`src/rtl/core/rpj_pkg.sv`:
```
// Shared types, widths, register codes and arithmetic helpers of the reprojection unit.
`default_nettype none
package rpj_pkg;

	localparam int COORD_BITS = 12;
	localparam int FRAC_BITS  = 8;
	localparam int PRIN_W     = 20;
	localparam int SCALE_W    = 24;
	localparam int DISP_W     = 8;
	localparam int COLOR_W    = 8;
	localparam int OUT_W      = 32;
	localparam int IDX_W      = 3;
	localparam int CFG_DATA_W = 24;
	localparam int FIFO_DEPTH = 4;
	localparam int FIFO_AW    = $clog2(FIFO_DEPTH);

	localparam int COORD_FX_W = COORD_BITS + FRAC_BITS;
	localparam int DISP_FX_W  = DISP_W + FRAC_BITS;
	localparam int NUM_W      = (PRIN_W > COORD_FX_W) ? PRIN_W : COORD_FX_W;
	localparam int DEN_W      = ((PRIN_W > DISP_FX_W) ? PRIN_W : DISP_FX_W) + 1;
	localparam int PXY_W      = NUM_W + SCALE_W;
	localparam int PZ_W       = 2 * SCALE_W;
	localparam int DIV_W      = ((PXY_W > PZ_W) ? PXY_W : PZ_W) + 1;

	localparam int IN_DATA_W  = 2 * COORD_BITS + DISP_W + 3 * COLOR_W;
	localparam int IN_TDATA_W = ((IN_DATA_W + 7) / 8) * 8;
	localparam int OUT_DATA_W = 3 * OUT_W + 3 * COLOR_W;
	localparam int OUT_TDATA_W = ((OUT_DATA_W + 7) / 8) * 8;

	typedef enum logic [IDX_W-1:0] {
		REG_PRINCIPAL_X       = 3'd0,
		REG_PRINCIPAL_X_RIGHT = 3'd1,
		REG_PRINCIPAL_Y       = 3'd2,
		REG_FOCAL_LENGTH      = 3'd3,
		REG_BASELINE          = 3'd4
	} reg_idx_t;

	typedef logic [DEN_W:0] den_ext_t;
	typedef logic [NUM_W:0] num_ext_t;
	typedef logic [DIV_W-1:0] div_t;

	typedef struct packed {
		logic [PRIN_W-1:0]  principal_x;
		logic [PRIN_W-1:0]  principal_x_right;
		logic [PRIN_W-1:0]  principal_y;
		logic [SCALE_W-1:0] focal_length;
		logic [SCALE_W-1:0] baseline;
	} cfg_t;

	typedef struct packed {
		logic               d_neg;
		logic [DEN_W-1:0]   d_mag;
		logic               nx_neg;
		logic [NUM_W-1:0]   nx_mag;
		logic               ny_neg;
		logic [NUM_W-1:0]   ny_mag;
		logic [COLOR_W-1:0] red;
		logic [COLOR_W-1:0] green;
		logic [COLOR_W-1:0] blue;
	} item_t;

	typedef struct packed {
		logic full;
		logic valid;
	} fifo_stat_t;

	typedef struct packed {
		logic               d_neg;
		logic               d_zero;
		logic               nx_neg;
		logic               nx_zero;
		logic               ny_neg;
		logic               ny_zero;
		logic               pz_zero;
		logic [COLOR_W-1:0] red;
		logic [COLOR_W-1:0] green;
		logic [COLOR_W-1:0] blue;
	} side_t;

	typedef struct packed {
		logic [DEN_W-1:0] rem;
		logic [DIV_W-1:0] num;
		logic [DIV_W-1:0] q;
	} lane_t;

	typedef struct packed {
		logic [OUT_W-1:0] val;
		logic             sat;
	} res_t;

	// One restoring division step: bring down the next dividend bit.
	function automatic lane_t div_step(input lane_t l, input logic [DEN_W-1:0] d);
		lane_t r;
		logic [DEN_W:0] t;
		logic qb;
		t = {l.rem, l.num[DIV_W-1]};
		qb = 1'b0;
		if (t >= {1'b0, d}) begin
			t = t - {1'b0, d};
			qb = 1'b1;
		end
		r.rem = t[DEN_W-1:0];
		r.num = {l.num[DIV_W-2:0], 1'b0};
		r.q = {l.q[DIV_W-2:0], qb};
		return r;
	endfunction

	// Applies signs, the zero-denominator rule and 32-bit saturation to a quotient.
	function automatic res_t finish(input logic [DIV_W-1:0] q, input logic n_neg,
			input logic n_zero, input logic d_neg, input logic d_zero);
		res_t r;
		logic big_neg;
		logic big_pos;
		big_neg = (q[DIV_W-1:OUT_W] != '0) || (q[OUT_W-1] && (q[OUT_W-2:0] != '0));
		big_pos = (q[DIV_W-1:OUT_W-1] != '0);
		r.sat = 1'b0;
		r.val = '0;
		if (d_zero) begin
			r.sat = 1'b1;
			if (!n_zero) begin
				r.val = n_neg ? {1'b1, {(OUT_W-1){1'b0}}} : {1'b0, {(OUT_W-1){1'b1}}};
			end
		end else if (q == '0) begin
			r.val = '0;
		end else if (n_neg != d_neg) begin
			if (big_neg) begin
				r.sat = 1'b1;
				r.val = {1'b1, {(OUT_W-1){1'b0}}};
			end else begin
				r.val = (~q[OUT_W-1:0]) + 1'b1;
			end
		end else if (big_pos) begin
			r.sat = 1'b1;
			r.val = {1'b0, {(OUT_W-1){1'b1}}};
		end else begin
			r.val = q[OUT_W-1:0];
		end
		return r;
	endfunction

endpackage
`default_nettype wire

```
`src/rtl/core/rpj_cfg.sv`:
```
// Configuration register file of the reprojection unit.
`default_nettype none
module rpj_cfg (
	input  wire logic                           clk,
	input  wire logic                           arst_n,
	input  wire logic                           wr_en,
	input  wire logic [rpj_pkg::IDX_W-1:0]      wr_idx,
	input  wire logic [rpj_pkg::CFG_DATA_W-1:0] wr_data,
	output rpj_pkg::cfg_t                       cfg
);

	rpj_pkg::cfg_t cfg_q;

	always_ff @(posedge clk or negedge arst_n) begin
		if (!arst_n) begin
			cfg_q.principal_x       <= 20'd322666;
			cfg_q.principal_x_right <= 20'd328959;
			cfg_q.principal_y       <= 20'd134676;
			cfg_q.focal_length      <= 24'd640191;
			cfg_q.baseline          <= 24'd123722;
		end else if (wr_en) begin
			unique case (rpj_pkg::reg_idx_t'(wr_idx))
				rpj_pkg::REG_PRINCIPAL_X: begin
					cfg_q.principal_x <= wr_data[rpj_pkg::PRIN_W-1:0];
				end
				rpj_pkg::REG_PRINCIPAL_X_RIGHT: begin
					cfg_q.principal_x_right <= wr_data[rpj_pkg::PRIN_W-1:0];
				end
				rpj_pkg::REG_PRINCIPAL_Y: begin
					cfg_q.principal_y <= wr_data[rpj_pkg::PRIN_W-1:0];
				end
				rpj_pkg::REG_FOCAL_LENGTH: begin
					cfg_q.focal_length <= wr_data[rpj_pkg::SCALE_W-1:0];
				end
				rpj_pkg::REG_BASELINE: begin
					cfg_q.baseline <= wr_data[rpj_pkg::SCALE_W-1:0];
				end
				default: begin
				end
			endcase
		end
	end

	assign cfg = cfg_q;

endmodule
`default_nettype wire

```
`config.mk`:
```
export PLATFORM = sky130hd
export DESIGN_NAME = rpj_cfg
export DESIGN_NICKNAME = d
export VERILOG_FILES = /design/src/rtl/core/rpj_pkg.sv /design/src/rtl/core/rpj_cfg.sv
export SDC_FILE = /design/constraint.sdc
export NUM_CORES = 1
export LEC_CHECK = 0
export BUFFER_PORTS_ARGS = -buffer_cell sky130_fd_sc_hd__buf_4
export CORE_UTILIZATION = 45
export CTS_CLUSTER_SIZE = 28
export DETAILED_ROUTE_END_ITERATION = 10
export PLACE_DENSITY = 0.75
export SETUP_SLACK_MARGIN = 0.15
export SLEW_MARGIN = 20
export SYNTH_ARGS = -nofsm -noshare
export SYNTH_HDL_FRONTEND = slang
export SYNTH_SLANG_ARGS = --single-unit
```
`constraint.sdc`:
```
create_clock -name clk -period 0.8 [get_ports clk]
set_clock_uncertainty 0.05 [all_clocks]
set_input_delay 0.12 -clock clk [delete_from_list [all_inputs] [get_ports clk]]
set_output_delay 0.12 -clock clk [all_outputs]
set_load 0.05 [all_outputs]
```
==> results.md <==
* Overall die area at 9523 um^2
* Max FFs per register at 108
* # DRC at 0
* Total power at 0.02390 W
* Synth warnings at 0
* RD Place Congestion at 0.7000
* Sw frac at 40.07%
* Fillers at 291
* Final period util at 161.0%
* Area leader, netlist: dfrtp_1
* CTS Root Cell: clkbuf_8
* Max IR drop VDD at 1852 uV
* Clock sinks at 108
* Int Power at 0.01432 W
* CTS Buffer Depth at 2
* CTS Buf Count at 9
* FF/Latch Area at 2823 um^2
* Net Sw Power at 0.009574 W
* Failing checks: hold timing, setup timing
* Antenna-violating nets left at 0
* Hold slack at -0.4295 ns
* Worst Setup Start Kind: flop
* Total wire length at 15,230 um
* Cell variety after synth at 10
* Synth top area cells: dfrtp_1 (37%), dfstp_2 (31%), mux2_2 (29%), buf_2 (1.1%), and4bb_2 (0.61%)
* Mapped Cells at 232
* Comb power frac at 51.2%
* Setup TNS at -58.30 ns
* Crit path cell chain: buf_8
* Worst stage delay on the critical path at 0.60 ns
* Final Slew Violations at 0
* Initial antenna violation count at 0
* Final Critical Period at 1.288 ns
* Top-area cell type share of the netlist area at 36.52%
* Mapped cell area at 4111 um^2
* Routed via count at 3,062
* Largest net degree at the start of global routing at 32
* TritonCTS clock tree: yes
* Cell Rows at 34
* I/O Buffers at 137
* Clock group share of total power at 13.3%
* Synth Area per Inst at 17.72 um^2
* Status: finished, violations left
* Fin nets at 510
* Hold Path Class: in2async
* #FFs+latches synth at 108
* Flop-to-flop setup slack at -0.28 ns
* Slack of the critical path at -0.4884 ns
* Crit path max fanout at 2
* CP Buf/Inv Count at 1
* Clock Pin Slew Worst Setup and Hold Paths at 0.12 ns
* Worst path slowest cell: dfstp_2
* R2r startpoint: cfg[37]
* DRT Pass-1 Iters at 4
* R2R Path End: cfg[37]
* Initial Util at 46.92%
* Max Cap Viol at 0
* Most common cell in the netlist: mux2_2
* Ys flop type: dfrtp_1
* Worst slew pin tran at 0.2569 ns
* Die H at 97.59 um
* Global-route usage over all layers at 27.93%
* Footprint of the multi-input gates at 1727 um^2
* Pwr Density at 3027 nW/um^2
* Post-synthesis sequential area ratio at 67.19%
* Post-layout instance area at 7894 um^2
* Grt ovf at 0
* Reg power frac at 35.5%
* Setup Viol. Count Final at 215
* Static leakage at 3.696 nW
* Crit end category: output pin
* Worst EP arrival at 1.12 ns
* Via-to-Cell Ratio at 5.164
* Async set or reset register ratio after synthesis at 100.0%
* DRT iter0 DRCs at 85
* Mapped Nets at 262
* Share of cells above drive strength 1 at 97.32%
* F_max at 0.7762 GHz
* Core area at 8763 um^2
* Area Overhead vs Synth at 92.00%
* Worst R2R Path Depth at 3
* Hold Vio Cnt, Final at 131
* H-Tree Depth at 3
* RSZ-0062 raised after global routing: true
* Diode count at 0
* Post-synth top cells: mux2_2 (107), dfrtp_1 (60), dfstp_2 (48)
* Post-placement cell area at 5876 um^2
* Ports at 138
* EDFF count, synth at 0
* Die width at 97.59 um
* Clock latency on the worst-skew pair at 0.35 ns
* CP Class: reg2out
* Detailed placement HPWL at 6673 um
* First-pass GRT wire length at 20,040 um
* Per-cell routed wire length at 25.68 um
* Crit path max-delay family: flip-flops
* Worst slew margin at 82.88%
* Final Util at 90.08%
* Vias in the first global route at 3,244
* Req. time, crit path at 0.63 ns
## placed cells by master (no fill, tap or decap)
| cell type | instances |
|---|---|
| dfstp_2 | 48 |
| clkinvlp_4 | 2 |
| buf_12 | 14 |
| buf_16 | 4 |
| dfrtp_1 | 12 |
| buf_4 | 45 |
| clkinv_4 | 1 |
| nand4b_4 | 1 |
| dfrtp_2 | 48 |
| clkbuf_16 | 1 |
| nor4bb_4 | 1 |
| clkbuf_8 | 9 |
| nor4b_4 | 1 |
| clkinv_2 | 1 |
| clkbuf_1 | 1 |
| inv_6 | 2 |
| mux2_4 | 108 |
| and4bb_4 | 2 |
| buf_6 | 128 |
| buf_8 | 56 |
## layout make-up
| type | instances | area share [%] |
|---|---|---|
| clock buffer | 10 | 1.617 |
| clock inverter | 6 | 0.5865 |
| multi-input combinational | 113 | 21.87 |
| sequential | 108 | 35.76 |
| tap | 108 | 1.712 |
| timing repair buffer | 248 | 38.45 |
## stage by stage
| stage | setup WS [ns] | std cells | hold slack [ns] |
|---|---|---|---|
| after floorplan | -0.3833 | 232 | -0.2256 |
| after global placement | -0.5830 | 484 | -0.04636 |
| after detailed placement | -0.6217 | 484 | -0.04661 |
| after CTS | -0.4659 | 552 | -0.4384 |
| after global routing | -0.5169 | 593 | -0.4474 |
| final | -0.4884 | 593 | -0.4295 |
## worst max path at each step
stage,from,to,slack (ns),depth (start not counted)
3_3_place_gp,wr_idx[1],cfg[0],-0.58,4
2_1_floorplan,wr_idx[1],cfg[10],-0.38,4
5_1_grt,cfg[13],cfg[13],-0.52,1
4_1_cts,cfg[93],cfg[93],-0.47,1
3_5_place_dp,wr_idx[1],cfg[23],-0.62,4
6_report,cfg[13],cfg[13],-0.49,1
## what timing repair did
item                                    CTS  global route
cloned                                    7             1
endpoints found under the setup margin  216           216
endpoints found under the hold margin   172           158
buffers inserted                         45            40
pin swaps                                 3             2
resized for setup                       239            36
## metal layers
metal / track usage, % / part of all wire (%) / up-vias
li1: - / - / 1311
met4: 7.127 / 1.9 / 0
met1: 37.33 / 40 / 1597
met2: 46.64 / 52 / 134
met5: 0 / 0 / -
met3: 5.755 / 5.3 / 20
## power by group through the flow
stage          Clock (W)  Combinational [W]  Sequential [W]
2_1_floorplan          0            0.00178          0.0123
3_3_place_gp           0            0.00866         0.00797
3_5_place_dp           0            0.00878         0.00798
4_1_cts          0.00309             0.0110         0.00830
5_1_grt          0.00345             0.0126         0.00858
6_report         0.00319             0.0122         0.00848
## logic make-up after synthesis
| logic type | synth area share (%) |
|---|---|
| multiplexers | 29.58 |
| flip-flops | 67.19 |
| buffers and inverters | 1.643 |
| AND/OR/NAND/NOR | 1.582 |
## worst register-to-register path, cell delays in order, from the launching register on
cell and delay (ns):
dfrtp_2 0.45, buf_6 0.13, buf_6 0.10, mux2_4 0.25
(Power assumes the default switching activity.)
