### config.mk
export PLATFORM = sky130hd
export DESIGN_NAME = rpj_front
export DESIGN_NICKNAME = d
export VERILOG_FILES = /design/src/rtl/core/rpj_pkg.sv /design/src/rtl/core/rpj_front.sv
export SDC_FILE = /design/constraint.sdc
export NUM_CORES = 1
export LEC_CHECK = 0
export BUFFER_PORTS_ARGS = -buffer_cell sky130_fd_sc_hd__buf_2
export CAP_MARGIN = 25
export CORE_MARGIN = 5
export CORE_UTILIZATION = 50
export DETAILED_ROUTE_END_ITERATION = 6
export GPL_ROUTABILITY_DRIVEN = 0
export PLACE_DENSITY = 0.9
export SYNTH_ARGS = -nofsm -noshare
export SYNTH_HDL_FRONTEND = slang
export SYNTH_SLANG_ARGS = --single-unit
### constraint.sdc
create_clock -name vclk -period 10.6
set_clock_uncertainty 0.05 [all_clocks]
set_input_delay 1.59 -clock vclk [all_inputs]
set_output_delay 1.59 -clock vclk [all_outputs]
set_load 0.01 [all_outputs]
### src/rtl/core/rpj_pkg.sv
// Shared types, widths, register codes and arithmetic helpers of the reprojection unit.
`default_nettype none
package rpj_pkg;

	localparam int COORD_BITS = 12;
	localparam int FRAC_BITS  = 8;
	localparam int PRIN_W     = 20;
	localparam int SCALE_W    = 24;
	localparam int DISP_W     = 8;
	localparam int COLOR_W    = 8;
	localparam int OUT_W      = 32;
	localparam int IDX_W      = 3;
	localparam int CFG_DATA_W = 24;
	localparam int FIFO_DEPTH = 4;
	localparam int FIFO_AW    = $clog2(FIFO_DEPTH);

	localparam int COORD_FX_W = COORD_BITS + FRAC_BITS;
	localparam int DISP_FX_W  = DISP_W + FRAC_BITS;
	localparam int NUM_W      = (PRIN_W > COORD_FX_W) ? PRIN_W : COORD_FX_W;
	localparam int DEN_W      = ((PRIN_W > DISP_FX_W) ? PRIN_W : DISP_FX_W) + 1;
	localparam int PXY_W      = NUM_W + SCALE_W;
	localparam int PZ_W       = 2 * SCALE_W;
	localparam int DIV_W      = ((PXY_W > PZ_W) ? PXY_W : PZ_W) + 1;

	localparam int IN_DATA_W  = 2 * COORD_BITS + DISP_W + 3 * COLOR_W;
	localparam int IN_TDATA_W = ((IN_DATA_W + 7) / 8) * 8;
	localparam int OUT_DATA_W = 3 * OUT_W + 3 * COLOR_W;
	localparam int OUT_TDATA_W = ((OUT_DATA_W + 7) / 8) * 8;

	typedef enum logic [IDX_W-1:0] {
		REG_PRINCIPAL_X       = 3'd0,
		REG_PRINCIPAL_X_RIGHT = 3'd1,
		REG_PRINCIPAL_Y       = 3'd2,
		REG_FOCAL_LENGTH      = 3'd3,
		REG_BASELINE          = 3'd4
	} reg_idx_t;

	typedef logic [DEN_W:0] den_ext_t;
	typedef logic [NUM_W:0] num_ext_t;
	typedef logic [DIV_W-1:0] div_t;

	typedef struct packed {
		logic [PRIN_W-1:0]  principal_x;
		logic [PRIN_W-1:0]  principal_x_right;
		logic [PRIN_W-1:0]  principal_y;
		logic [SCALE_W-1:0] focal_length;
		logic [SCALE_W-1:0] baseline;
	} cfg_t;

	typedef struct packed {
		logic               d_neg;
		logic [DEN_W-1:0]   d_mag;
		logic               nx_neg;
		logic [NUM_W-1:0]   nx_mag;
		logic               ny_neg;
		logic [NUM_W-1:0]   ny_mag;
		logic [COLOR_W-1:0] red;
		logic [COLOR_W-1:0] green;
		logic [COLOR_W-1:0] blue;
	} item_t;

	typedef struct packed {
		logic full;
		logic valid;
	} fifo_stat_t;

	typedef struct packed {
		logic               d_neg;
		logic               d_zero;
		logic               nx_neg;
		logic               nx_zero;
		logic               ny_neg;
		logic               ny_zero;
		logic               pz_zero;
		logic [COLOR_W-1:0] red;
		logic [COLOR_W-1:0] green;
		logic [COLOR_W-1:0] blue;
	} side_t;

	typedef struct packed {
		logic [DEN_W-1:0] rem;
		logic [DIV_W-1:0] num;
		logic [DIV_W-1:0] q;
	} lane_t;

	typedef struct packed {
		logic [OUT_W-1:0] val;
		logic             sat;
	} res_t;

	// One restoring division step: bring down the next dividend bit.
	function automatic lane_t div_step(input lane_t l, input logic [DEN_W-1:0] d);
		lane_t r;
		logic [DEN_W:0] t;
		logic qb;
		t = {l.rem, l.num[DIV_W-1]};
		qb = 1'b0;
		if (t >= {1'b0, d}) begin
			t = t - {1'b0, d};
			qb = 1'b1;
		end
		r.rem = t[DEN_W-1:0];
		r.num = {l.num[DIV_W-2:0], 1'b0};
		r.q = {l.q[DIV_W-2:0], qb};
		return r;
	endfunction

	// Applies signs, the zero-denominator rule and 32-bit saturation to a quotient.
	function automatic res_t finish(input logic [DIV_W-1:0] q, input logic n_neg,
			input logic n_zero, input logic d_neg, input logic d_zero);
		res_t r;
		logic big_neg;
		logic big_pos;
		big_neg = (q[DIV_W-1:OUT_W] != '0) || (q[OUT_W-1] && (q[OUT_W-2:0] != '0));
		big_pos = (q[DIV_W-1:OUT_W-1] != '0);
		r.sat = 1'b0;
		r.val = '0;
		if (d_zero) begin
			r.sat = 1'b1;
			if (!n_zero) begin
				r.val = n_neg ? {1'b1, {(OUT_W-1){1'b0}}} : {1'b0, {(OUT_W-1){1'b1}}};
			end
		end else if (q == '0) begin
			r.val = '0;
		end else if (n_neg != d_neg) begin
			if (big_neg) begin
				r.sat = 1'b1;
				r.val = {1'b1, {(OUT_W-1){1'b0}}};
			end else begin
				r.val = (~q[OUT_W-1:0]) + 1'b1;
			end
		end else if (big_pos) begin
			r.sat = 1'b1;
			r.val = {1'b0, {(OUT_W-1){1'b1}}};
		end else begin
			r.val = q[OUT_W-1:0];
		end
		return r;
	endfunction

endpackage
`default_nettype wire

### src/rtl/core/rpj_front.sv
// Front end: drops pixels without a match and forms signed offsets and the denominator.
`default_nettype none
module rpj_front (
	input  wire logic                            in_valid,
	input  wire logic                            in_ready,
	input  wire logic [rpj_pkg::COORD_BITS-1:0]  pixel_row,
	input  wire logic [rpj_pkg::COORD_BITS-1:0]  pixel_col,
	input  wire logic [rpj_pkg::DISP_W-1:0]      disparity,
	input  wire logic [rpj_pkg::COLOR_W-1:0]     blue_in,
	input  wire logic [rpj_pkg::COLOR_W-1:0]     green_in,
	input  wire logic [rpj_pkg::COLOR_W-1:0]     red_in,
	input  rpj_pkg::cfg_t                        cfg,
	output logic                                 push,
	output rpj_pkg::item_t                       item
);

	rpj_pkg::den_ext_t den;
	rpj_pkg::num_ext_t nx;
	rpj_pkg::num_ext_t ny;

	always_comb begin
		den = rpj_pkg::den_ext_t'(cfg.principal_x) - rpj_pkg::den_ext_t'(cfg.principal_x_right)
			- rpj_pkg::den_ext_t'({disparity, {rpj_pkg::FRAC_BITS{1'b0}}});
		nx = rpj_pkg::num_ext_t'(cfg.principal_x)
			- rpj_pkg::num_ext_t'({pixel_col, {rpj_pkg::FRAC_BITS{1'b0}}});
		ny = rpj_pkg::num_ext_t'({pixel_row, {rpj_pkg::FRAC_BITS{1'b0}}})
			- rpj_pkg::num_ext_t'(cfg.principal_y);
		item.d_neg = den[rpj_pkg::DEN_W];
		item.d_mag = den[rpj_pkg::DEN_W] ? rpj_pkg::DEN_W'(-den) : den[rpj_pkg::DEN_W-1:0];
		item.nx_neg = nx[rpj_pkg::NUM_W];
		item.nx_mag = nx[rpj_pkg::NUM_W] ? rpj_pkg::NUM_W'(-nx) : nx[rpj_pkg::NUM_W-1:0];
		item.ny_neg = ny[rpj_pkg::NUM_W];
		item.ny_mag = ny[rpj_pkg::NUM_W] ? rpj_pkg::NUM_W'(-ny) : ny[rpj_pkg::NUM_W-1:0];
		item.red = red_in;
		item.green = green_in;
		item.blue = blue_in;
	end

	// A pixel without a match is taken from the stream but never queued.
	assign push = in_valid && in_ready && (disparity != '0);

endmodule
`default_nettype wire

==> key figures <==
Cells and area
  – Clock buffers: 0
  – Seq_cells: 0
  – Multi-input logic area: around 0.0038 sq mm
  – Commonest cells after routing, fill and taps aside: 159 x buf_2, 74 x inv_1, 63 x xnor2_1
  – Layout cells sized above 1: a little over a quarter
  – # fillers: 820
  – NumNets Final: 977
  – Area grow syn2layout: 15.8%
  – Total area of sequential cells: 0 sq um
  – Commonest non-fill, non-tap cell in the layout: buf_2

Clock tree
  – Resized Gates After CTS: 0
  – Hold-fix buffers, CTS: 0
  – Number of post-CTS setup repair buffers: 0

Die
  – Die width: between 100 and 150 um
  – Row Count: 34
  – Core footprint: 0.00859 sq mm
  – Initial core utilization: 50.7%
  – Total Die Area: around 0.011 sq mm
  – Die Span Y: around 100 um
  – Num ports: between 200 and 300

Worst hold path
  – Worst Hold Endpoint: item[0]
  – Hold path cells: 0
  – Worst Hold Class: in -> out
  – Worst hold path startpoint: blue_in[0]

Detailed routing
  – Routed Antenna Nets: 0
  – Avg WL per Cell: around 13 um
  – Vias post-DR: 4,683
  – Routed wire length: 11,400 um
  – Drt drc: 0
  – First DRT Iteration DRCs: between 100 and 150
  – DR pass1 iterations: 4
  – Avg Vias per Cell: between 5 and 6

Synth
  – Syn_area_per_cell: 6.94 sq um
  – Top cells by area, synth: ha_1 16%, xnor2_1 13%, xor2_1 6.8%, inv_1 6.4%, a21oi_1 5.2%
  – Cells after Synth: roughly 630
  – Post-synth cell types: 76
  – Leading area contributor after synthesis: ha_1
  – Sequential-to-total area share from yosys stat: 0%
  – Mapped Area: approximately 0.0044 sq mm
  – Post-synth top area share: 15.8%
  – Synthesized Nets: roughly 850
  – Ys Warns: 0

Power
  – Leakage: ~2.5 nW
  – Tot Pwr: just under 500 uW
  – P_int: about 220 uW
  – Comb power frac: between 90% and 100%
  – VDD IR max: roughly 0.052 mV
  – Flop pwr share: 0%
  – Power Density: ~98 mW/mm^2
  – Sw Ratio: 56.3%
  – Clock power share: 0%
  – P_sw: ~280 uW

Setup path
  – CP peak stage delay: about 0.66 ns
  – CP Class: in -> out
  – CP max FO: 17
  – WP data required: 8.96 ns
  – CP max stage cell: o41a_1
  – CP Cell Sequence: buf_2 -> inv_1 -> ha_1 -> fa_1 -> nand2b_1 -> a211oi_2 -> nor3_1 -> o22ai_1 -> nor4_1 -> a21oi_1 -> a21oi_1 -> xnor2_1 -> ha_1 -> and2_1 -> o21a_1 -> a211oi_1 -> nand2_1 -> o41a_1 -> a41oi_1 -> xnor2_1 -> buf_2
  – WP data arrival: between 6 and 7 ns
  – Crit path launch type: primary input
  – Worst setup EP type: output port

GRT
  – All-layer global routing usage: between 20% and 30%
  – Vias in the first global route: between 4,000 and 5,000
  – Wire length of the first global-routing pass: ~19,000 um
  – Largest net degree at the start of global routing: 22
  – Initial antenna violation count: 2
  – Gr ovfl total: 0

Run
  – Max-cap violations: 0

Placement
  – DP Wirelength: between 10,000 and 15,000 um
  – I/O Buffers: roughly 160

STA
  – Setup repair after global routing missed its margin: false
  – Max-slew violations: 0
  – Max-slew headroom: about a third
  – Worst slew pin tran: 1.01 ns
  – Final hold vios: 0
  – Final period util: roughly three quarters
  – Crit path time final: about 8.0 ns
  – Fin Setup TNS: 0 ns
  – Final setup vio count: 0
  – Fmax: ~0.12 GHz

Status
  – Outcome: finished clean
-- synthesized netlist by cell type (5+ instances only) --
cell type / n
buf_4: 26
xnor2_1: 63
clkbuf_1: 5
a21oi_2: 10
o21ai_1: 12
a211oi_1: 5
a31oi_1: 8
nand2_1: 45
inv_1: 74
o21a_1: 8
xor2_1: 34
nand3_1: 12
nor4_1: 5
nor2_1: 47
ha_1: 55
a21o_1: 10
nand2b_1: 7
and3_1: 6
nor3_1: 11
a21oi_1: 45
o21ai_0: 24
nor2b_1: 12
-- layout make-up --
cell class                      instances  share of cell area (%)
Timing Repair Buffer                  159                    15.8
Multi-Input combinational cell        516                    75.8
Inverter                               76                    5.65
Antenna cell                            1                  0.0496
Tap cell                              108                    2.68
-- power groups by stage --
stage | Clock [mW] | Combinational (mW) | Sequential [mW]
3_5_place_dp | 0 | 0.493 | 0
5_1_grt | 0 | 0.548 | 0
4_1_cts | 0 | 0.496 | 0
2_1_floorplan | 0 | 0.360 | 0
3_3_place_gp | 0 | 0.485 | 0
6_report | 0.0000000126 | 0.492 | 0
-- worst max path at each step --
stage / start / end / slack, ns / cells after the start
after detailed placement: cfg[88] / item[84] / 2.59 / 21
after global placement: cfg[88] / item[84] / 2.67 / 21
final: cfg[88] / item[84] / 2.56 / 21
after floorplan: cfg[88] / item[72] / 3.46 / 21
after CTS: cfg[88] / item[84] / 2.58 / 21
after global routing: cfg[88] / item[80] / 2.18 / 21
-- critical path: cells and delay by family --
family                     cells  cell delay (ns)
AOI/OAI and AO/OA              8             2.46
xor gates and xnor gates       2             0.28
adders and majority gates      3             0.95
buffers and inverters          3             0.32
and+or+nand+nor                5             0.80
-- through the flow --
step | hold WS [ns] | cells | utilization [%] | worst slack [ns] | cell area [sq um]
final | 3.13 | 860 | 58.7 | 2.56 | 5040
after global routing | 3.13 | 859 | 58.7 | 2.18 | 5040
after CTS | 3.13 | 859 | 58.7 | 2.58 | 5040
after detailed placement | 3.13 | 859 | 58.7 | 2.59 | 5040
after global placement | 3.13 | 859 | 58.7 | 2.67 | 5040
after floorplan | 3.21 | 628 | - | 3.46 | 4360
-- layer usage --
layer	GRT usage [%]	share of wire, %	vias up
met5	0	0.18	-
met4	3.69	1.6	4
met3	2.68	7.6	22
met2	37.8	47	147
met1	25.0	44	2090
li1	-	-	2420
-- kinds of logic (layout without fill, tap and decap cells) --
group | after synthesis | after routing | share of synthesized area, %
adders and majority gates | 58 | 58 | 17.2
muxes | 3 | 3 | 0.689
other | 0 | 1 | 0
buffers and inverters | 112 | 235 | 12.3
xor gates and xnor gates | 99 | 99 | 20.2
AOI/OAI and AO/OA | 167 | 167 | 26.8
and+or+nand+nor | 189 | 189 | 22.8
Note: power is estimated with default switching activity, not from simulation.
