--- config.mk ---
export PLATFORM = sky130hd
export DESIGN_NAME = rpj_fifo
export DESIGN_NICKNAME = d
export VERILOG_FILES = /design/src/rtl/core/rpj_pkg.sv /design/src/rtl/core/rpj_fifo.sv
export SDC_FILE = /design/constraint.sdc
export NUM_CORES = 1
export LEC_CHECK = 0
export ABC_AREA = 1
export BUFFER_PORTS_ARGS = -buffer_cell sky130_fd_sc_hd__buf_2
export CAP_MARGIN = 20
export CORE_ASPECT_RATIO = 1.5
export CORE_MARGIN = 2
export CORE_UTILIZATION = 58
export CTS_CLUSTER_DIAMETER = 150
export CTS_CLUSTER_SIZE = 28
export DETAILED_ROUTE_END_ITERATION = 6
export PLACE_DENSITY = 0.8
export REMOVE_ABC_BUFFERS = 1
export SETUP_SLACK_MARGIN = 0.3
export SLEW_MARGIN = 10
export SYNTH_ARGS = -nofsm -noshare
export SYNTH_HDL_FRONTEND = slang
export SYNTH_SLANG_ARGS = --single-unit
--- constraint.sdc ---
create_clock -name clk -period 3.9 [get_ports clk]
set_clock_uncertainty 0.15 [all_clocks]
set_input_delay 0.195 -clock clk [delete_from_list [all_inputs] [get_ports clk]]
set_output_delay 0.195 -clock clk [all_outputs]
set_load 0.01 [all_outputs]
--- src/rtl/core/rpj_pkg.sv ---
// Shared types, widths, register codes and arithmetic helpers of the reprojection unit.
`default_nettype none
package rpj_pkg;

	localparam int COORD_BITS = 12;
	localparam int FRAC_BITS  = 8;
	localparam int PRIN_W     = 20;
	localparam int SCALE_W    = 24;
	localparam int DISP_W     = 8;
	localparam int COLOR_W    = 8;
	localparam int OUT_W      = 32;
	localparam int IDX_W      = 3;
	localparam int CFG_DATA_W = 24;
	localparam int FIFO_DEPTH = 4;
	localparam int FIFO_AW    = $clog2(FIFO_DEPTH);

	localparam int COORD_FX_W = COORD_BITS + FRAC_BITS;
	localparam int DISP_FX_W  = DISP_W + FRAC_BITS;
	localparam int NUM_W      = (PRIN_W > COORD_FX_W) ? PRIN_W : COORD_FX_W;
	localparam int DEN_W      = ((PRIN_W > DISP_FX_W) ? PRIN_W : DISP_FX_W) + 1;
	localparam int PXY_W      = NUM_W + SCALE_W;
	localparam int PZ_W       = 2 * SCALE_W;
	localparam int DIV_W      = ((PXY_W > PZ_W) ? PXY_W : PZ_W) + 1;

	localparam int IN_DATA_W  = 2 * COORD_BITS + DISP_W + 3 * COLOR_W;
	localparam int IN_TDATA_W = ((IN_DATA_W + 7) / 8) * 8;
	localparam int OUT_DATA_W = 3 * OUT_W + 3 * COLOR_W;
	localparam int OUT_TDATA_W = ((OUT_DATA_W + 7) / 8) * 8;

	typedef enum logic [IDX_W-1:0] {
		REG_PRINCIPAL_X       = 3'd0,
		REG_PRINCIPAL_X_RIGHT = 3'd1,
		REG_PRINCIPAL_Y       = 3'd2,
		REG_FOCAL_LENGTH      = 3'd3,
		REG_BASELINE          = 3'd4
	} reg_idx_t;

	typedef logic [DEN_W:0] den_ext_t;
	typedef logic [NUM_W:0] num_ext_t;
	typedef logic [DIV_W-1:0] div_t;

	typedef struct packed {
		logic [PRIN_W-1:0]  principal_x;
		logic [PRIN_W-1:0]  principal_x_right;
		logic [PRIN_W-1:0]  principal_y;
		logic [SCALE_W-1:0] focal_length;
		logic [SCALE_W-1:0] baseline;
	} cfg_t;

	typedef struct packed {
		logic               d_neg;
		logic [DEN_W-1:0]   d_mag;
		logic               nx_neg;
		logic [NUM_W-1:0]   nx_mag;
		logic               ny_neg;
		logic [NUM_W-1:0]   ny_mag;
		logic [COLOR_W-1:0] red;
		logic [COLOR_W-1:0] green;
		logic [COLOR_W-1:0] blue;
	} item_t;

	typedef struct packed {
		logic full;
		logic valid;
	} fifo_stat_t;

	typedef struct packed {
		logic               d_neg;
		logic               d_zero;
		logic               nx_neg;
		logic               nx_zero;
		logic               ny_neg;
		logic               ny_zero;
		logic               pz_zero;
		logic [COLOR_W-1:0] red;
		logic [COLOR_W-1:0] green;
		logic [COLOR_W-1:0] blue;
	} side_t;

	typedef struct packed {
		logic [DEN_W-1:0] rem;
		logic [DIV_W-1:0] num;
		logic [DIV_W-1:0] q;
	} lane_t;

	typedef struct packed {
		logic [OUT_W-1:0] val;
		logic             sat;
	} res_t;

	// One restoring division step: bring down the next dividend bit.
	function automatic lane_t div_step(input lane_t l, input logic [DEN_W-1:0] d);
		lane_t r;
		logic [DEN_W:0] t;
		logic qb;
		t = {l.rem, l.num[DIV_W-1]};
		qb = 1'b0;
		if (t >= {1'b0, d}) begin
			t = t - {1'b0, d};
			qb = 1'b1;
		end
		r.rem = t[DEN_W-1:0];
		r.num = {l.num[DIV_W-2:0], 1'b0};
		r.q = {l.q[DIV_W-2:0], qb};
		return r;
	endfunction

	// Applies signs, the zero-denominator rule and 32-bit saturation to a quotient.
	function automatic res_t finish(input logic [DIV_W-1:0] q, input logic n_neg,
			input logic n_zero, input logic d_neg, input logic d_zero);
		res_t r;
		logic big_neg;
		logic big_pos;
		big_neg = (q[DIV_W-1:OUT_W] != '0) || (q[OUT_W-1] && (q[OUT_W-2:0] != '0));
		big_pos = (q[DIV_W-1:OUT_W-1] != '0);
		r.sat = 1'b0;
		r.val = '0;
		if (d_zero) begin
			r.sat = 1'b1;
			if (!n_zero) begin
				r.val = n_neg ? {1'b1, {(OUT_W-1){1'b0}}} : {1'b0, {(OUT_W-1){1'b1}}};
			end
		end else if (q == '0) begin
			r.val = '0;
		end else if (n_neg != d_neg) begin
			if (big_neg) begin
				r.sat = 1'b1;
				r.val = {1'b1, {(OUT_W-1){1'b0}}};
			end else begin
				r.val = (~q[OUT_W-1:0]) + 1'b1;
			end
		end else if (big_pos) begin
			r.sat = 1'b1;
			r.val = {1'b0, {(OUT_W-1){1'b1}}};
		end else begin
			r.val = q[OUT_W-1:0];
		end
		return r;
	endfunction

endpackage
`default_nettype wire

--- src/rtl/core/rpj_fifo.sv ---
// Short show-ahead queue between the front end and the arithmetic pipeline.
`default_nettype none
module rpj_fifo (
	input  wire logic             clk,
	input  wire logic             arst_n,
	input  wire logic             push,
	input  rpj_pkg::item_t        wr_item,
	input  wire logic             pop,
	output rpj_pkg::item_t        rd_item,
	output rpj_pkg::fifo_stat_t   stat
);

	rpj_pkg::item_t mem [0:rpj_pkg::FIFO_DEPTH-1];
	logic [rpj_pkg::FIFO_AW-1:0] wr_ptr_q;
	logic [rpj_pkg::FIFO_AW-1:0] rd_ptr_q;
	logic [rpj_pkg::FIFO_AW:0]   count_q;

	always_ff @(posedge clk) begin
		if (push) begin
			mem[wr_ptr_q] <= wr_item;
		end
	end

	always_ff @(posedge clk or negedge arst_n) begin
		if (!arst_n) begin
			wr_ptr_q <= '0;
			rd_ptr_q <= '0;
			count_q <= '0;
		end else begin
			if (push) begin
				wr_ptr_q <= wr_ptr_q + 1'b1;
			end
			if (pop) begin
				rd_ptr_q <= rd_ptr_q + 1'b1;
			end
			if (push && !pop) begin
				count_q <= count_q + 1'b1;
			end else if (pop && !push) begin
				count_q <= count_q - 1'b1;
			end
		end
	end

	assign rd_item = mem[rd_ptr_q];
	assign stat.full = (count_q == (rpj_pkg::FIFO_AW+1)'(rpj_pkg::FIFO_DEPTH));
	assign stat.valid = (count_q != '0);

endmodule
`default_nettype wire

==> results.sh <==
export IMPL_outcome="completed"
export IMPL_drive_gt1_share_pct=16.33
export IMPL_grt_setup_unrepaired="no"
export IMPL_timing_max_transition_violations_final=0
export IMPL_required_ns=3.56
export IMPL_worstMarginPinSlew_ns=0.8118
export IMPL_holdPathStages=2
export IMPL_gr_total_overflow=0
export IMPL_crit_slowest_cell="dfrtp_4"
export IMPL_setup_tns_ns=0
export IMPL_gp_congestion=0.7366
export IMPL_antenna_found_initial=3
export IMPL_crit_type="reg -> out"
export IMPL_hold_slack_ns=0.2849
export IMPL_synthCells=1075
export IMPL_r2r_cells=5
export IMPL_yosys_warnings=0
export IMPL_regToRegSetupSlack_ns=1.75
export IMPL_path_max_fanout=63
export IMPL_grt_pass1_wl_mm=43.58
export IMPL_final_nets=1415
export IMPL_clkPwrFrac_pct=16.5
export IMPL_initial_utilization_pct=58.75
export IMPL_num_vias=8736
export IMPL_timing_fmax_mhz=349.5
export IMPL_core_area_um2=24260
export IMPL_synth_area_per_cell_um2=13.26
export IMPL_area_delta_synth_final_pct=18.11
export IMPL_r2r_end="mem[0][20]$_DFFE_PP_"
export IMPL_cts_tree="yes"
export IMPL_fp_dieW_um=132
export IMPL_postRouteAntennaNets=0
export IMPL_grt_start_max_net_pins=131
export IMPL_io_buffers=181
export IMPL_fin_crit_sh_pct=73.37
export IMPL_leakage_nw=6.719
export IMPL_mostFrequentLayoutCells="edfxtp_1, nand2_1, inv_1, buf_2, o211ai_1"
export IMPL_p_int_mw=7.285
export IMPL_crit_arrival_ns=2.52
export IMPL_synth_distinct_cells=19
export IMPL_period_minus_slack_ns=2.861
export IMPL_first_global_vias=8609
export IMPL_wl_mm=27.91
export IMPL_place_hpwl_mm=15.67
export IMPL_fp_row_count=70
export IMPL_die_area_um2=25870
export IMPL_hold_class="in -> reg"
export IMPL_viasPerCell=5.295
export IMPL_crit_chain="clkinv_2 > buf_4 > o211ai_1 > nand2_1 > buf_2"
export IMPL_layout_commonest_cell="edfxtp_1"
export IMPL_placed_cells=1531
export IMPL_max_cap_viol_count=0
export IMPL_groute_usage_overall_pct=21.29
export IMPL_hp_start="wr_item[0]"
export IMPL_syn_area_um2=14250
export IMPL_drt_pass1_iter_count=5
export IMPL_cts_sinks=359
export IMPL_ios=182
export IMPL_endpoint_kind="output pin"
export IMPL_cts_root_buffer="clkbuf_16"
export IMPL_hold_viol_final=0
export IMPL_place_ws_ns=1.585
export IMPL_final_cells=1650
export IMPL_die_h_um=196.0
export IMPL_slew_headroom_pct=45.88
export IMPL_power_density_nw_per_um2=674.4
export IMPL_drc=0
export IMPL_htree_levels=1
export IMPL_combPwrFrac_pct=36.3
export IMPL_pwr_share_seq_pct=47.2
export IMPL_cts_made_buffers=16
export IMPL_switching_share_pct=35.83
export IMPL_cts_resized=0
export IMPL_power_switching_mw=4.068
export IMPL_drt_iter0_markers=612
export IMPL_max_stage_delay_ns=0.71
export IMPL_ys_ff_latch=359
export IMPL_n_fill_cell=1617
export IMPL_rr_startpoint="wr_ptr_q[0]$_DFFE_PN0P_"
export IMPL_wl_per_cell_um=16.92
export IMPL_setup_slack_ns=1.039
export IMPL_clockBufferDepth=3
export IMPL_ys_seq_area_share_pct=75.39
export IMPL_hold_path_end="mem[0][0]$_DFFE_PP_"
export IMPL_vdd_drop_max_uv=604.4
export IMPL_clk_latency_ns=0.50
export IMPL_cts_hold_buf=92
export IMPL_clkTransAtPathRegs_ns=0.11
export IMPL_post_cts_buffers=0
export IMPL_finalSetupViolCount=0
export IMPL_crit_path_start_kind="flop"
## worst max-delay path by stage
stage             endpoint               startpoint  cells after the start
6_report       rd_item[51]  rd_ptr_q[1]$_DFFE_PN0P_                      5
5_1_grt        rd_item[55]  rd_ptr_q[1]$_DFFE_PN0P_                      5
4_1_cts        rd_item[51]  rd_ptr_q[1]$_DFFE_PN0P_                      5
3_5_place_dp   rd_item[51]  rd_ptr_q[1]$_DFFE_PN0P_                      5
3_3_place_gp   rd_item[51]  rd_ptr_q[1]$_DFFE_PN0P_                      5
2_1_floorplan   rd_item[0]  rd_ptr_q[0]$_DFFE_PN0P_                      2
## layout make-up
type,count,area [µm²],area share [%]
sequential,359,10750,63.87
tap,324,405.4,2.408
antenna,3,7.507,0.04459
inverter,188,716.9,4.259
clock inverter,1,7.507,0.04459
clock buffer,23,447.9,2.661
multi-input combinational,469,2507,14.89
timing repair buffer,283,1989,11.82
## per-layer routing
layer	GRT usage [%]	routed length, µm	vias up
met5	0	0	-
met4	7.689	822	0
met3	2.661	1324	54
met2	38.89	14910	261
met1	26.02	10860	4225
li1	-	-	4196
## cell usage after synthesis
cell type / count / area, µm²
nor3_1: 1 / 5.000
clkbuf_1: 16 / 60.06
buf_2: 26 / 130.1
o211ai_1: 176 / 1321
dfrtp_1: 7 / 175.2
nand3_1: 1 / 5.000
fa_1: 1 / 20.02
nand2_1: 278 / 1044
xor2_1: 3 / 26.28
o21ai_0: 1 / 5.000
ha_1: 5 / 62.56
inv_1: 187 / 701.9
buf_4: 11 / 82.58
buf_1: 6 / 22.52
xnor2_1: 1 / 8.760
edfxtp_1: 352 / 10570
inv_2: 1 / 3.750
nor2_1: 1 / 3.750
nand4_1: 1 / 6.260
## metrics by stage
stage	util, %	total power, mW	cell area [µm²]
2_1_floorplan	-	7.684	13960
3_3_place_gp	63.69	9.369	15450
3_5_place_dp	63.69	9.508	15450
4_1_cts	69.36	11.42	16830
5_1_grt	69.38	12.04	16830
6_report	69.39	11.35	16830
## worst max-delay path: cells and delay by family (launching register included)
kind	cells	cell delay [ns]
AO/OA/AOI/OAI	1	0.25
buffers and inverters	3	0.88
flip-flops	1	0.71
AND/OR/NAND/NOR	1	0.12
## kinds of logic (layout without fill, tap and decap cells)
kind of cell	after synthesis	count (layout)	synth area share, %
other	0	3	0
adder cells (fa/ha/maj)	6	6	0.5794
buffers and inverters	247	495	7.022
AND/OR/NAND/NOR	282	282	7.461
XOR/XNOR	4	4	0.2458
AO/OA/AOI/OAI	177	177	9.305
flip-flops	359	359	75.39
## flip-flops by register name (all words and copies together) (netlist names)
signal    flops
wr_ptr_q      2
mem         352
rd_ptr_q      2
count_q       3
## power groups by stage
stage / sequential [mW] / combinational, mW / clock, mW
after floorplan: 5.64 / 2.05 / 0
after global placement: 5.41 / 3.96 / 0
after detailed placement: 5.45 / 4.06 / 0
after CTS: 5.36 / 4.15 / 1.91
after global routing: 5.43 / 4.57 / 2.04
final: 5.36 / 4.12 / 1.87
Power figures use the tool's default switching activity.
